## config.mk

```make
export PLATFORM = sky130hd
export DESIGN_NAME = s2c_cell
export DESIGN_NICKNAME = d
export VERILOG_FILES = /design/src/sv/s2c_pkg.sv /design/src/sv/s2c_cell.sv
export SDC_FILE = /design/constraint.sdc
export NUM_CORES = 1
export LEC_CHECK = 0
export BUFFER_PORTS_ARGS = -buffer_cell sky130_fd_sc_hd__buf_2
export CORE_MARGIN = 8
export CORE_UTILIZATION = 55
export DETAILED_ROUTE_END_ITERATION = 8
export PLACE_DENSITY = 0.83
export REMOVE_ABC_BUFFERS = 1
export SKIP_CTS_REPAIR_TIMING = 1
export SYNTH_ARGS = -nofsm -noshare
export SYNTH_HDL_FRONTEND = slang
export SYNTH_SLANG_ARGS = --single-unit
```

## constraint.sdc

```tcl
create_clock -name clk -period 4.9 [get_ports clk]
set_clock_uncertainty 0.1 [all_clocks]
set_input_delay 0.735 -clock clk [delete_from_list [all_inputs] [get_ports clk]]
set_output_delay 0.735 -clock clk [all_outputs]
set_load 0.05 [all_outputs]
```

## src/sv/s2c_pkg.sv

```systemverilog
`default_nettype none
package s2c_pkg;

  localparam int ANG_W = 16;
  localparam int SCL_W = 16;
  localparam int RAD_W = 16;
  localparam int OUT_W = 27;
  localparam int CW    = 32;
  localparam int S2C_STAGES = 16;
  localparam int ATAN_DEPTH = 24;

  localparam logic [RAD_W-1:0] RADIUS_RST = 16'd1000;
  localparam logic signed [34:0] PHASE_MUL = 35'sd10937044409;
  localparam logic signed [CW-1:0] CORDIC_GAIN = 32'sd652032874;
  localparam logic [CW-1:0] HALF_QUAD = 32'h2000_0000;

  localparam logic [CW-1:0] ATAN_TAB [0:ATAN_DEPTH-1] = '{
    32'd536870912, 32'd316933406, 32'd167458907, 32'd85004756,
    32'd42667331,  32'd21354465,  32'd10679838,  32'd5340245,
    32'd2670163,   32'd1335087,   32'd667544,    32'd333772,
    32'd166886,    32'd83443,     32'd41722,     32'd20861,
    32'd10430,     32'd5215,      32'd2608,      32'd1304,
    32'd652,       32'd326,       32'd163,       32'd81
  };

  typedef enum logic [1:0] {
    QUAD_0,
    QUAD_1,
    QUAD_2,
    QUAD_3
  } quad_t;

  typedef struct packed {
    logic signed [CW-1:0] x;
    logic signed [CW-1:0] y;
    logic signed [CW-1:0] z;
  } rot_t;

  typedef struct packed {
    logic             vld;
    quad_t            qa;
    quad_t            qp;
    logic [SCL_W-1:0] scale;
    rot_t             ra;
    rot_t             rp;
  } beat_t;

  function automatic logic [CW-1:0] atan_phase(input int i);
    logic [CW-1:0] t;
    t = '0;
    if (i >= 0 && i < ATAN_DEPTH) begin
      t = ATAN_TAB[i[4:0]];
    end
    return t;
  endfunction

endpackage
`default_nettype wire

```

## src/sv/s2c_cell.sv

```systemverilog
`default_nettype none
module s2c_cell #(
  parameter int STAGE = 0
) (
  input  logic           clk,
  input  logic           rst_n,
  input  s2c_pkg::beat_t beat_in,
  output s2c_pkg::beat_t beat_out
);
  import s2c_pkg::*;

  localparam logic [CW-1:0] ANG = atan_phase(STAGE);

  function automatic rot_t rotate(input rot_t v);
    rot_t                 o;
    logic signed [CW-1:0] dx;
    logic signed [CW-1:0] dy;
    dx = $signed(v.y) >>> STAGE;
    dy = $signed(v.x) >>> STAGE;
    if (!v.z[CW-1]) begin
      o.x = v.x - dx;
      o.y = v.y + dy;
      o.z = v.z - $signed(ANG);
    end else begin
      o.x = v.x + dx;
      o.y = v.y - dy;
      o.z = v.z + $signed(ANG);
    end
    return o;
  endfunction

  logic  vld_r;
  beat_t pay_r;

  always_ff @(posedge clk) begin
    if (!rst_n) begin
      vld_r <= 1'b0;
    end else begin
      vld_r <= beat_in.vld;
    end
  end

  always_ff @(posedge clk) begin
    pay_r.vld   <= 1'b0;
    pay_r.qa    <= beat_in.qa;
    pay_r.qp    <= beat_in.qp;
    pay_r.scale <= beat_in.scale;
    pay_r.ra    <= rotate(beat_in.ra);
    pay_r.rp    <= rotate(beat_in.rp);
  end

  always_comb begin
    beat_out     = pay_r;
    beat_out.vld = vld_r;
  end

endmodule
`default_nettype wire

```

# After elaboration in Yosys (flattened, before gate mapping)
# Cells that the tools add are included.
[totals]
word_cells = 22
regBits = 213
[classes]
addsub = 10
n_mux = 2
[op_table]
columns = ["op", "count"]
rows = [
  ["96-bit two-way mux", 2],
  ["32-bit subtractor", 4],
  ["32-bit by 31-bit adder with 32-bit output, second input constant", 2],
  ["32-bit adder", 2],
  ["32-bit by 31-bit subtractor with 32-bit output, second input constant", 2],
]

# Logic depth before layout (Yosys ltp)
[logic_depth]
ltp_word = 2
depth_mapped = 13
ltp_nobuf = 12

# Worst setup path after synthesis
# Ideal clock, no wire load.
[synth_path]
path_type = "input -> register"
startpoint = "input port beat_in[130] in the netlist's numbering"
endpoint = "register pay_r, in the netlist beat_out[156]"
slack_ns = 1.593
path_buffers = 1
setup_ns = 0.128
arrival_ns = 3.079
path_stages = 12
cell_sequence = "inv_1 > ha_1 > buf_6 > nand2b_4 > a2111oi_4 > o211ai_2 > a211oi_2 > o221ai_2 > o21a_1 > or4_1 > nand3_1 > xnor2_1"
[synth_via]
elab_chain_len = 2
word_cells_on_any_way = 3
classes_between = "add/sub: 2; mux: 1"
[synth_rtl]
columns = ["element", "line_no", "source"]
rows = [
  ["start: declaration", "s2c_cell.sv:7", "input s2c_pkg::beat_t beat_in,"],
  ["32-bit adder or 32-bit subtractor (tied branches)", "s2c_cell.sv:22, s2c_cell.sv:26", ""],
  ["96-bit two-way mux *", "s2c_cell.sv:20", "if (!v.z[CW-1]) begin"],
  ["end: declaration", "s2c_cell.sv:33", "beat_t pay_r;"],
]
# Mark *: on every way between the ends. The rest lies on a longest branch, timed or not.
# A chain may end at the register's enable or synchronous reset.

# Worst setup path in the final report
[layout_path]
startpoint = "input port beat_in[64] in the netlist's numbering"
endpoint = "register pay_r, in the netlist beat_out[92]"
[layout_via]
elab_chain_len = 2
word_cells_on_any_way = 3
classes_between = "add/sub: 2; mux: 1"
[layout_rtl]
columns = ["element", "line_no"]
rows = [
  ["32-bit subtractor or 32-bit adder (tied branches)", "s2c_cell.sv:21, s2c_cell.sv:25"],
  ["96-bit two-way mux *", "s2c_cell.sv:20"],
]
# Marks and branches as above.

==> impl_metrics.csv <==
group,metric,value,unit
status,status,"completed",
synth,syn_avg_cell_area,8.01,sq um
placed_design,place_ws,0.959,ns
cells_and_area,fin_area,18000,sq um
drt,drt-initial-drc-count,1392,
power,p_seq_frac,0.312,
synth,synth_ff_type,"dfxtp_1",
sta,rsz0062_at_grt,"false",
placed_design,place_area,17300,sq um
sta,maxSlewHeadroom,0.403,
global_route,antenna_found_initial,2,
synth,synth-edff-count,0,
floorplan,die_area,32800,sq um
floorplan,fp-row-count,60,
cells_and_area,syn2layout_area_growth,19.9,%
placed_design,portBuffers,427,
global_route,grt_pass1_vias,15100,
sta,tns,0,ns
synth,synthMuxAreaShare,0.0193,
clocking,cts_max_path_buffers,3,
clocking,path_clk_slew,0.07,ns
min_path,holdPathStages,1,
clocking,cts_sinks,211,
floorplan,die_height,181,um
floorplan,core-area,26900,sq um
synth,synthSimpleGateAreaFrac,0.135,
clocking,numCtsBuffers,23,
drt,ant_nets,0,
critical_path,worstPathArrival,3.82,ns
placed_design,place.gp.congestion,1.02,
power,ir_drop,0.363,mV
sta,min_period,3.48,ns
synth,synth_area_leaders,"dfxtp_1 28%, ha_1 16%, a21oi_1 7.0%",
drt,dr_total_vias,15200,
critical_path,crit_fanout,4,
synth,synth_top_family_by_area,"compound AO/OA/AOI/OAI gates",
clocking,cts.htree.levels,1,
sta,period_share,0.711,
synth,yosys.area.top_type,"dfxtp_1",
critical_path,cp-start-kind,"input pin",
drt,via_per_inst,5.83,
critical_path,cp.required,5.24,ns
power,swShare,0.442,
critical_path,crit_type,"in -> reg",
drt,drc_errors,0,
sta,slew_violations,0,
synth,synth_top_cell_area_share,0.281,
global_route,grt_usage,0.306,
placed_design,dp_hpwl,43300,um
synth,synth-xor-area-share,0.0700,
sta,finalSetupViolations,0,
sta,setup_slack,1.42,ns
power,intPower,3.73,mW
sta,max_clock_freq,287,MHz
synth,synth_cell_type_count,78,
power,power_frac_comb,0.440,
synth,seq_area_frac_synth,0.281,
drt,wire_per_inst,20.4,um
clocking,cts_tree,"built",
global_route,grt_max_degree,53,
critical_path,critPathCaptureType,"flip-flop",
clocking,root_buffer,"clkbuf_16",
synth,syn_inst,1875,
sta,worst_pin_slew,0.894,ns
drt,dr.pass1.iters,6,
synth,yosysWarnings,0,
cells_and_area,final_nets,2658,
min_path,hold_path_class,"in -> reg",
floorplan,die_w,181,um
synth,synth_fa_ha_area_frac,0.167,
cells_and_area,final_core_util,0.670,
synth,async_flop_share,0,
power,leakagePower,8.85,nW
power,total_power,6.69,mW
power,p_per_area,372,nW/um^2
global_route,grt_first_pass_wirelength,82700,um
synth,ys_seq_elements,211,
power,switchingPower,2.96,mW
drt,routed_wl,53100,um
synth,synth_compound_area_frac,0.251,
cells_and_area,layout-drive-gt1-share,0.218,
run,drv_cap,0,
synth,synth_area,15000,sq um
sta,hold_viol,0,
power,power_frac_clock,0.248,
global_route,overflow,0,
floorplan,ios,428,
floorplan,initial_core_util,0.559,
-- worst max-delay path, cell delays in order --
cell and delay, ns:
buf_2 0.11, inv_1 0.06, ha_1 0.21, fa_1 0.41, nor2b_1 0.19, o31a_1 0.17
o21ai_0 0.17, o21a_1 0.23, o211ai_1 0.50, a211oi_1 0.24, o311a_1 0.38, a211oi_1 0.26
xnor2_1 0.15
-- through the flow --
stage	hold slack [ns]	std cells
2_1_floorplan	0.663	1787
4_1_cts	0.205	2604
6_report	0.221	2605
5_1_grt	0.196	2604
3_3_place_gp	0.737	2563
3_5_place_dp	0.739	2563
-- cells in the final DEF, fill, tap and decap left out, drive strengths merged, types with 9 or more instances in the layout --
cell type  synthesis  routed
a211oi            21      21
a21o              46      46
a21oi            211     211
a31oi             18      18
buf               31     435
clkbuf            57      30
clkinv             3       9
dfxtp            211     211
ha               188     188
inv              206     209
mux2i             29      29
nand2             86      86
nand2b            19      19
nand3             27      27
nand4             17      17
nor2             157     157
nor2b             22      22
nor3              36      36
nor4              11      11
o211ai            26      26
o21a              15      15
o21ai            126     126
o21bai            32      32
o31ai             24      24
or3               16      16
xnor2            109     109
xor2              11      11
-- cell usage after synthesis, types with 11 or more instances --
master,instances
a211oi_1,19
a21o_1,46
a21oi_1,211
a31oi_1,17
buf_1,13
buf_2,14
clkbuf_1,57
dfxtp_1,211
ha_1,188
inv_1,206
mux2i_1,29
nand2_1,86
nand2b_1,18
nand3_1,27
nand4_1,17
nor2_1,157
nor2b_1,22
nor3_1,36
nor4_1,11
o211ai_1,25
o21a_1,15
o21ai_0,126
o21bai_1,32
o31ai_1,24
or3_1,16
xnor2_1,109
xor2_1,11
-- path summary, 6_finish.rpt --
| check | start | end | slack (ns) |
|---|---|---|---|
| setup / recovery | beat_in[64] | beat_out[92] | 1.42 |
| hold / removal | beat_in[193] | beat_out[193] | 0.22 |
-- layout make-up --
class	count	area (sq um)
flip-flops and latches	211	4220
multi-input cells	1367	9640
clock inverters	11	82.6
inverters	209	785
clock buffers	30	642
well taps	341	427
fillers	2306	8880
diodes	1	2.50
repair buffers	435	2200
-- flip-flops by register name, indices dropped and copies added (netlist names) --
register	count
beat_out	210
vld_r	1
-- cell families (layout without fill, tap and decap cells) --
group,after synthesis,in the layout
buf+inv,297,685
other cells,0,1
xor+xnor,120,120
fa+ha+maj,196,196
mux,29,29
flops,211,211
simple gates,426,426
compound gates,596,596
-- power by group through the flow --
stage	Sequential, mW	Combinational [mW]	Clock, mW
CTS	2.09	2.92	1.69
finish	2.08	2.94	1.66
floorplan	3.15	1.04	0
detailed placement	2.12	2.91	0
global route	2.11	3.11	1.76
global placement	2.11	2.90	0
-- per-layer routing --
| metal | track usage | part of all wire | up-vias |
|---|---|---|---|
| met2 | 0.528 | 0.48 | 754 |
| met4 | 0.0869 | 0.026 | 2 |
| met3 | 0.0582 | 0.081 | 104 |
| li1 | - | - | 7223 |
| met1 | 0.382 | 0.42 | 7115 |
| met5 | 0 | 0.00024 | - |
(Power assumes the default switching activity.)
