## config.mk

```make
export PLATFORM = sky130hd
export DESIGN_NAME = s2c_phase
export DESIGN_NICKNAME = d
export VERILOG_FILES = /design/src/sv/s2c_pkg.sv /design/src/sv/s2c_phase.sv
export SDC_FILE = /design/constraint.sdc
export NUM_CORES = 1
export LEC_CHECK = 0
export BUFFER_PORTS_ARGS = -buffer_cell sky130_fd_sc_hd__buf_4
export CAP_MARGIN = 5
export CORE_AREA = 3 3 169 171
export DETAILED_ROUTE_END_ITERATION = 16
export DIE_AREA = 0 0 172 174
export PLACE_DENSITY_LB_ADDON = 0.08
export SYNTH_ARGS = -nofsm -noshare
export SYNTH_HDL_FRONTEND = slang
export SYNTH_SLANG_ARGS = --single-unit
```

## constraint.sdc

```tcl
create_clock -name clk -period 10.2 [get_ports clk]
set_clock_uncertainty 0.1 [all_clocks]
set_input_delay 1.53 -clock clk [delete_from_list [all_inputs] [get_ports clk]]
set_output_delay 1.53 -clock clk [all_outputs]
set_load 0.1 [all_outputs]
```

## src/sv/s2c_pkg.sv

```systemverilog
`default_nettype none
package s2c_pkg;

  localparam int ANG_W = 16;
  localparam int SCL_W = 16;
  localparam int RAD_W = 16;
  localparam int OUT_W = 27;
  localparam int CW    = 32;
  localparam int S2C_STAGES = 16;
  localparam int ATAN_DEPTH = 24;

  localparam logic [RAD_W-1:0] RADIUS_RST = 16'd1000;
  localparam logic signed [34:0] PHASE_MUL = 35'sd10937044409;
  localparam logic signed [CW-1:0] CORDIC_GAIN = 32'sd652032874;
  localparam logic [CW-1:0] HALF_QUAD = 32'h2000_0000;

  localparam logic [CW-1:0] ATAN_TAB [0:ATAN_DEPTH-1] = '{
    32'd536870912, 32'd316933406, 32'd167458907, 32'd85004756,
    32'd42667331,  32'd21354465,  32'd10679838,  32'd5340245,
    32'd2670163,   32'd1335087,   32'd667544,    32'd333772,
    32'd166886,    32'd83443,     32'd41722,     32'd20861,
    32'd10430,     32'd5215,      32'd2608,      32'd1304,
    32'd652,       32'd326,       32'd163,       32'd81
  };

  typedef enum logic [1:0] {
    QUAD_0,
    QUAD_1,
    QUAD_2,
    QUAD_3
  } quad_t;

  typedef struct packed {
    logic signed [CW-1:0] x;
    logic signed [CW-1:0] y;
    logic signed [CW-1:0] z;
  } rot_t;

  typedef struct packed {
    logic             vld;
    quad_t            qa;
    quad_t            qp;
    logic [SCL_W-1:0] scale;
    rot_t             ra;
    rot_t             rp;
  } beat_t;

  function automatic logic [CW-1:0] atan_phase(input int i);
    logic [CW-1:0] t;
    t = '0;
    if (i >= 0 && i < ATAN_DEPTH) begin
      t = ATAN_TAB[i[4:0]];
    end
    return t;
  endfunction

endpackage
`default_nettype wire

```

## src/sv/s2c_phase.sv

```systemverilog
`default_nettype none
module s2c_phase (
  input  logic                               clk,
  input  logic signed [s2c_pkg::ANG_W-1:0]   angle,
  output s2c_pkg::quad_t                     quad,
  output logic signed [s2c_pkg::CW-1:0]      resid
);
  import s2c_pkg::*;

  logic signed [50:0] prod;
  logic [CW-1:0]      phase;
  logic [CW-1:0]      phase_rnd;
  quad_t              quad_nxt;
  logic [CW-1:0]      resid_nxt;
  quad_t              quad_r;
  logic [CW-1:0]      resid_r;

  assign prod      = angle * PHASE_MUL;
  assign phase     = prod[47:16];
  assign phase_rnd = phase + HALF_QUAD;
  assign quad_nxt  = quad_t'(phase_rnd[CW-1:CW-2]);
  assign resid_nxt = phase - {phase_rnd[CW-1:CW-2], {(CW-2){1'b0}}};

  always_ff @(posedge clk) begin
    quad_r  <= quad_nxt;
    resid_r <= resid_nxt;
  end

  assign quad  = quad_r;
  assign resid = $signed(resid_r);

endmodule
`default_nettype wire

```

[Word level (Yosys, flattened, before mapping)]
Cells that the tools add are included.
Storage, ports and cells
  bits in registers: 34
  input port bits: 17
  output and inout port bits: 34
Cells by class
  add/sub/neg operators: 2
  $mul: 1
Operator list (count)
  multiplier 16 x 35 -> 48 bit (second input constant): 1
  adder 32 x 30 -> 32 bit (second input constant): 1
  subtractor 32 bit: 1

[Logic depth before layout (Yosys ltp)]
Gate-level depths: netlist of run 1.
  depth in word-level cells: 3
  depth in mapped cells: 29
  depth with buffers taken out: 28

[Worst setup path after synthesis of run 1]
No wires, ideal clock.
  path kind: input port to flip-flop
  start: input port angle[13] (netlist bit)
  end: register quad_r[1] (netlist: quad[1])
  arrival: 7.545 ns
  data required time: 10.014 ns
  path slack: 2.470 ns
  cell stages on the path: 24
  path through: fa_1 -> fa_1 -> fa_1 -> inv_1 -> fa_1 -> fa_1 -> fa_1 -> inv_1 -> ha_1 -> buf_2 -> a21oi_1 -> o21ai_1 -> nor2_1 -> o211ai_2 -> a221o_2 -> a211oi_2 -> nor2_1 -> a211oi_2 -> ha_1 -> xnor2_1 -> xnor2_1 -> xnor2_1 -> o21ai_0 -> a211oi_1
On the way
  cells in the longest elaborated chain, start to end: 2
Ends and longest elaborated chain
  start, declared: RTL line s2c_phase.sv:4  | input logic signed [s2c_pkg::ANG_W-1:0] angle,
  multiplier 16 x 35 -> 48 bit: RTL line s2c_phase.sv:18  | assign prod = angle * PHASE_MUL;
  adder 32 x 30 -> 32 bit: RTL line s2c_phase.sv:20  | assign phase_rnd = phase + HALF_QUAD;
  via phase_rnd[31]: RTL line s2c_phase.sv:12  | logic [CW-1:0] phase_rnd;
  end signal, assigned: RTL line s2c_phase.sv:25  | quad_r <= quad_nxt;
  end, declared: RTL line s2c_phase.sv:15  | quad_t quad_r;
The timed path passes the listed nets, and every way through them passes these cells.

[Final worst setup path of run 1]
  start: input port angle[5] (netlist bit)
  end: register quad_r[1] (netlist: quad[1])
Same word-level chain as after synthesis.

==> metrics.md, run 1 <==
| Metric | Value |
|---|---|
| Final WL | `26000 um` |
| Critical Path AT | `8.36 ns` |
| Syn Inst Count | `986` |
| CTS max path bufs | `2` |
| Chip height | `174 um` |
| Router iterations before antenna repair | `4` |
| WS Path Type | `in -> reg` |
| Core Area | `0.0270 sq mm` |
| Rel. slew slack | `70.1%` |
| Worst-margin pin slew | `0.444 ns` |
| Post-synth EDFFs | `0` |
| Reg clk slew, reported paths | `0.05 ns` |
| Post-layout nets | `1414` |
| Tmin final | `8.26 ns` |
| Ys Warns | `0` |
| DRC viols | `0` |
| Max-slew violations | `0` |
| Clk sinks | `32` |
| Status | `complete, no violations` |
| Synth Flop Type | `dfxtp_1` |
| Crit end category | `register` |
| Hold Buf Count CTS | `0` |
| Endpoints failing setup | `0` |
| Synthesized Nets | `1372` |
| Vias | `6574` |
| Register area share after synthesis | `6.77%` |
| Ratio of cells with drive above 1 in the final layout | `7.77%` |
| GPL Wtd Cong | `0.887` |
| Distinct cells, synth | `49` |
| Inserted Diodes | `0` |
| CTS tree | `yes` |
| Cell row count | `60` |
| Initial DRC Count | `212` |
| CTS Buf Count | `5` |
| Setup Fix Bufs, Post-CTS | `0` |
| Antenna-violating nets left | `0` |
| CP Max Fanout | `8` |
| Starting density of the core | `35.0%` |
| H-tree Lvls | `2` |
| Total negative slack | `0 ns` |
| Initial antenna violation count | `0` |
| First-pass GRT wire length | `40900 um` |
| Seq. cell area | `641 sq um` |
| Hold Vio Cnt, Final | `0` |
| HP Class | `in -> reg` |
| Multi-input logic area | `0.00758 sq mm` |
| CP required | `10.30 ns` |
| Yosys reg bits | `32` |
| Synth async-reset ratio | `0%` |
| Filler cell count | `2863` |
| Total Die Area | `0.0299 sq mm` |
| Die X | `172 um` |
| Cts repair resizes | `0` |
| Wire per inst | `19.0 um` |
| Critical hold path startpoint | `angle[3]` |
| Io pins | `51` |
| Area Overhead vs Synth | `9.67%` |
| Port Buffers | `50` |
| Syn_area_per_cell | `9.59 sq um` |
| Detail Placement HPWL | `23900 um` |
| Largest net degree at the start of global routing | `13` |
| Number of global-route vias before repair | `7244` |
| Cell Area, Synth | `0.00946 sq mm` |
| Grt total ovfl | `0` |
| Fin crit share | `81.0%` |
| Setup crit start kind | `input port` |
| Crit path from | `angle[5]` |
| GRT Util Overall | `18.1%` |
| Max-cap viol count | `0` |
| Root Buffer | `clkbuf_16` |
| RSZ-0062 raised after global routing | `false` |
| Vias/cell | `4.80` |
| Fmax | `121 MHz` |
-- path summary, 6_finish.rpt --
| path | endpoint | slack, ns | depth (start not counted) |
|---|---|---|---|
| max | quad[1] | 1.94 | 28 |
| min | resid[0] | 2.02 | 6 |
-- cell families after synthesis --
group | Yosys count | synth area share [%]
simple gates | 95 | 5.01
flops | 32 | 6.77
compound gates | 128 | 9.39
buf+inv | 327 | 13.1
xor+xnor | 34 | 3.15
fa+ha+maj | 369 | 62.5
mux | 1 | 0.106
-- registers in the layout (all words and copies together) (netlist names) --
register / flops
resid: 30
quad: 2
-- layout make-up --
class	instances	area share, %
Clock buffer	7	1.47
Clock inverter	1	0.289
Inverter	312	11.3
Multi-Input combinational cell	627	73.0
Sequential cell	32	6.17
Tap cell	341	4.11
Timing Repair Buffer	50	3.62
-- stage by stage --
| step | instances | hold WS [ns] | instance area (sq um) | worst slack [ns] | util (%) |
|---|---|---|---|---|---|
| 6_report | 1370 | 2.02 | 10400 | 1.94 | 38.4 |
| 5_1_grt | 1370 | 2.07 | 10400 | 1.40 | 38.4 |
| 4_1_cts | 1370 | 2.04 | 10400 | 1.90 | 38.4 |
| 3_5_place_dp | 1362 | 1.93 | 10200 | 1.61 | 37.7 |
| 3_3_place_gp | 1362 | 1.93 | 10200 | 1.62 | 37.7 |
| 2_1_floorplan | 986 | 1.89 | 9460 | 2.47 | - |
-- Yosys cell counts (14+ instances only) --
master	instances	area, sq um
fa_1	172	3440
ha_1	197	2460
inv_1	312	1170
dfxtp_1	32	641
nand2_1	31	116
nor2_1	17	63.8
a21oi_1	40	200
o21ai_0	16	80.1
xor2_1	14	123
a21o_1	18	135
xnor2_1	20	175
nand4_1	15	93.8
-- worst max-delay path, cell delays in order --
cell	delay, ns
buf_4	0.19
ha_1	0.42
inv_1	0.11
fa_1	0.53
inv_1	0.05
fa_1	0.49
inv_1	0.06
fa_1	0.53
inv_1	0.05
fa_1	0.47
inv_1	0.06
fa_1	0.51
inv_1	0.05
ha_1	0.33
a21oi_1	0.18
o21ai_0	0.11
a31oi_1	0.30
o211ai_2	0.17
a221o_2	0.48
a211oi_2	0.33
nor2_1	0.13
a211oi_2	0.20
ha_1	0.18
xnor2_1	0.13
xnor2_1	0.11
xnor2_1	0.29
o21ai_0	0.14
a211oi_1	0.20
-- metal layers --
layer	global-route usage (%)	vias to the layer above	share of wire, %	wire length, um
met2	32.2	115	52	13500
met5	0	-	0	0
li1	-	3148	-	-
met1	23.9	3295	43	11200
met4	2.46	0	1.3	330
met3	2.30	16	3.6	935
-- placed cells by master (no fill, tap or decap), drive strengths merged, types with 7 or more instances in the layout --
cell type / Yosys / layout
inv: 312 / 312
ha: 197 / 197
fa: 172 / 172
buf: 7 / 50
a21oi: 40 / 40
dfxtp: 32 / 32
nand2: 31 / 31
o21ai: 23 / 23
xnor2: 20 / 20
a21o: 18 / 18
nor2: 17 / 17
nand4: 15 / 15
xor2: 14 / 14
o21a: 7 / 7
nor3: 7 / 7
clkbuf: 8 / 7
a211oi: 7 / 7
Power of run 1 is left out: the tool's default activity adds up to more than one toggle a clock period on the data nets, which glitch-free logic cannot reach.
==> run 2, diff against run 1 <==
- clock period: 10.2 -> 7 ns (I/O delays scaled with it)
==> run 2 against run 1 <==
The flow now finishes with violations (setup timing). Flip-flop and latch count did not move. Worst hold slack worse by 0.42 ns. Non-clock buffer count up 186. Die area did not move. Critical endpoint unchanged.
==> metrics.md, run 2 (same netlist as run 1, synthesis figures left out) <==
| Metric | Value |
|---|---|
| Vias | `7214` |
| Max reg flops | `30` |
| Wire per inst | `17.6 um` |
| Filler cell count | `2750` |
| Finished Layout Cells | `1556` |
| Leading cell type in the layout, fill and taps excluded | `inv_1` |
| Area Overhead vs Synth | `28.7%` |
| CTS tree | `yes` |
| Max-cap viol count | `0` |
| Endpoints failing setup | `1` |
| Vias/cell | `4.64` |
| Hold endpoint | `resid[0]` |
| Total negative slack | `-0.222 ns` |
| Multi-input logic area | `0.00794 sq mm` |
| CTS Buf Count | `5` |
| Worst-margin pin slew | `0.533 ns` |
| Failing checks | `setup timing` |
| Initial antenna violation count | `0` |
| WS Path Type | `in -> reg` |
| H-tree Lvls | `2` |
| Met2 wire length | `14700 um` |
| Grt total ovfl | `0` |
| Max-slew violations | `0` |
| DRC viols | `0` |
| Cell row count | `60` |
| RSZ-0062 raised after global routing | `true` |
| Router iterations before antenna repair | `4` |
| Most frequent cells in the layout | `302 x inv_1, 230 x buf_4, 174 x ha_1` |
| Core Area | `0.0270 sq mm` |
| Reg clk slew, reported paths | `0.05 ns` |
| Post-layout nets | `1600` |
| Critical hold path startpoint | `angle[3]` |
| Hold Buf Count CTS | `0` |
| Final WL | `27400 um` |
| Hold Path Depth | `7` |
| First-pass GRT wire length | `43200 um` |
| Fmax | `138 MHz` |
| Number of global-route vias before repair | `7922` |
| Setup crit start kind | `input port` |
| CTS max path bufs | `2` |
| Rel. slew slack | `64.2%` |
| Root Buffer | `clkbuf_16` |
| Detail Placement HPWL | `25600 um` |
| Clk sinks | `32` |
| HP Class | `in -> reg` |
| Die X | `172 um` |
| CP required | `7.07 ns` |
| Fin crit share | `103%` |
| Io pins | `51` |
| Final Util | `45.1%` |
| Inserted Diodes | `0` |
| GRT Util Overall | `18.9%` |
| Total Die Area | `0.0299 sq mm` |
| Status | `finished with violations` |
| Initial DRC Count | `300` |
| Highest metal used | `met4` |
| Met3 WL post-DR | `706 um` |
| Worst Slack Setup Final | `-0.222 ns` |
| Critical Path AT | `7.29 ns` |
| Port Buffers | `50` |
| Largest net degree at the start of global routing | `13` |
| Chip height | `174 um` |
| Tmin final | `7.22 ns` |
| Met1 Wirelength | `11600 um` |
| # placed instances | `1543` |
| Hold Vio Cnt, Final | `0` |
| Antenna-violating nets left | `0` |
| GPL Wtd Cong | `0.943` |
| Ratio of cells with drive above 1 in the final layout | `26.9%` |
| CP Max Fanout | `6` |
| Starting density of the core | `35.0%` |
| Crit end category | `register` |
| Seq. cell area | `641 sq um` |
-- run 2: worst max-delay path by stage --
stage | from | endpoint | slack, ns | depth (start not counted)
after floorplan | angle[3] | quad[1] | -0.008 | 27
after CTS | angle[2] | quad[1] | -0.26 | 29
after global placement | angle[5] | quad[1] | -0.54 | 26
after global routing | angle[3] | quad[1] | -0.46 | 30
after detailed placement | angle[5] | quad[1] | -0.59 | 26
final | angle[5] | quad[1] | -0.22 | 25
-- run 2: layout make-up --
type                       count  share of cell area (%)
timing repair buffer         236                    14.9
tap                          341                    3.50
clock inverter                 1                   0.247
multi-input combinational    627                    65.2
clock buffer                   7                    1.25
sequential                    32                    5.26
inverter                     312                    9.62
-- run 2: metrics by stage --
| step | hold slack, ns | setup WS [ns] | instance area (sq um) |
|---|---|---|---|
| final | 1.59 | -0.222 | 12200 |
| after global routing | 1.66 | -0.456 | 12200 |
| after CTS | 1.60 | -0.256 | 11900 |
| after detailed placement | 1.45 | -0.589 | 11700 |
| after global placement | 1.45 | -0.538 | 11700 |
| after floorplan | 1.41 | -0.00842 | 9590 |
-- run 2: critical path, cell delays in order --
cell and delay [ns]:
buf_8 0.11, buf_4 0.13, fa_2 0.68, fa_1 0.47, fa_1 0.52, inv_1 0.05, fa_1 0.48, inv_1 0.06
fa_1 0.45, fa_1 0.53, ha_4 0.21, a21o_1 0.18, a21o_1 0.18, a221o_2 0.47, buf_12 0.16, a211oi_4 0.28
nor2_2 0.07, a211oi_2 0.21, ha_2 0.22, xnor2_2 0.09, xnor2_2 0.15, xnor2_2 0.22, nand2_1 0.10, nor3_2 0.13
a211oi_1 0.06
-- run 2: layer usage --
layer  up-vias  GRT usage [%]
li1       3522              -
met1      3599           23.9
met2        80           35.8
met3        13           2.18
met4         0           1.56
met5         -              0
-- run 2: what timing repair did --
action / CTS / global route
setup endpoints to repair: 1 / 1
resized for setup: 4 / 46
setup buffers: 1 / 5
pin swaps: 6 / 35
hold endpoints to repair: 0 / 0
Power of run 2 is left out for the same reason.
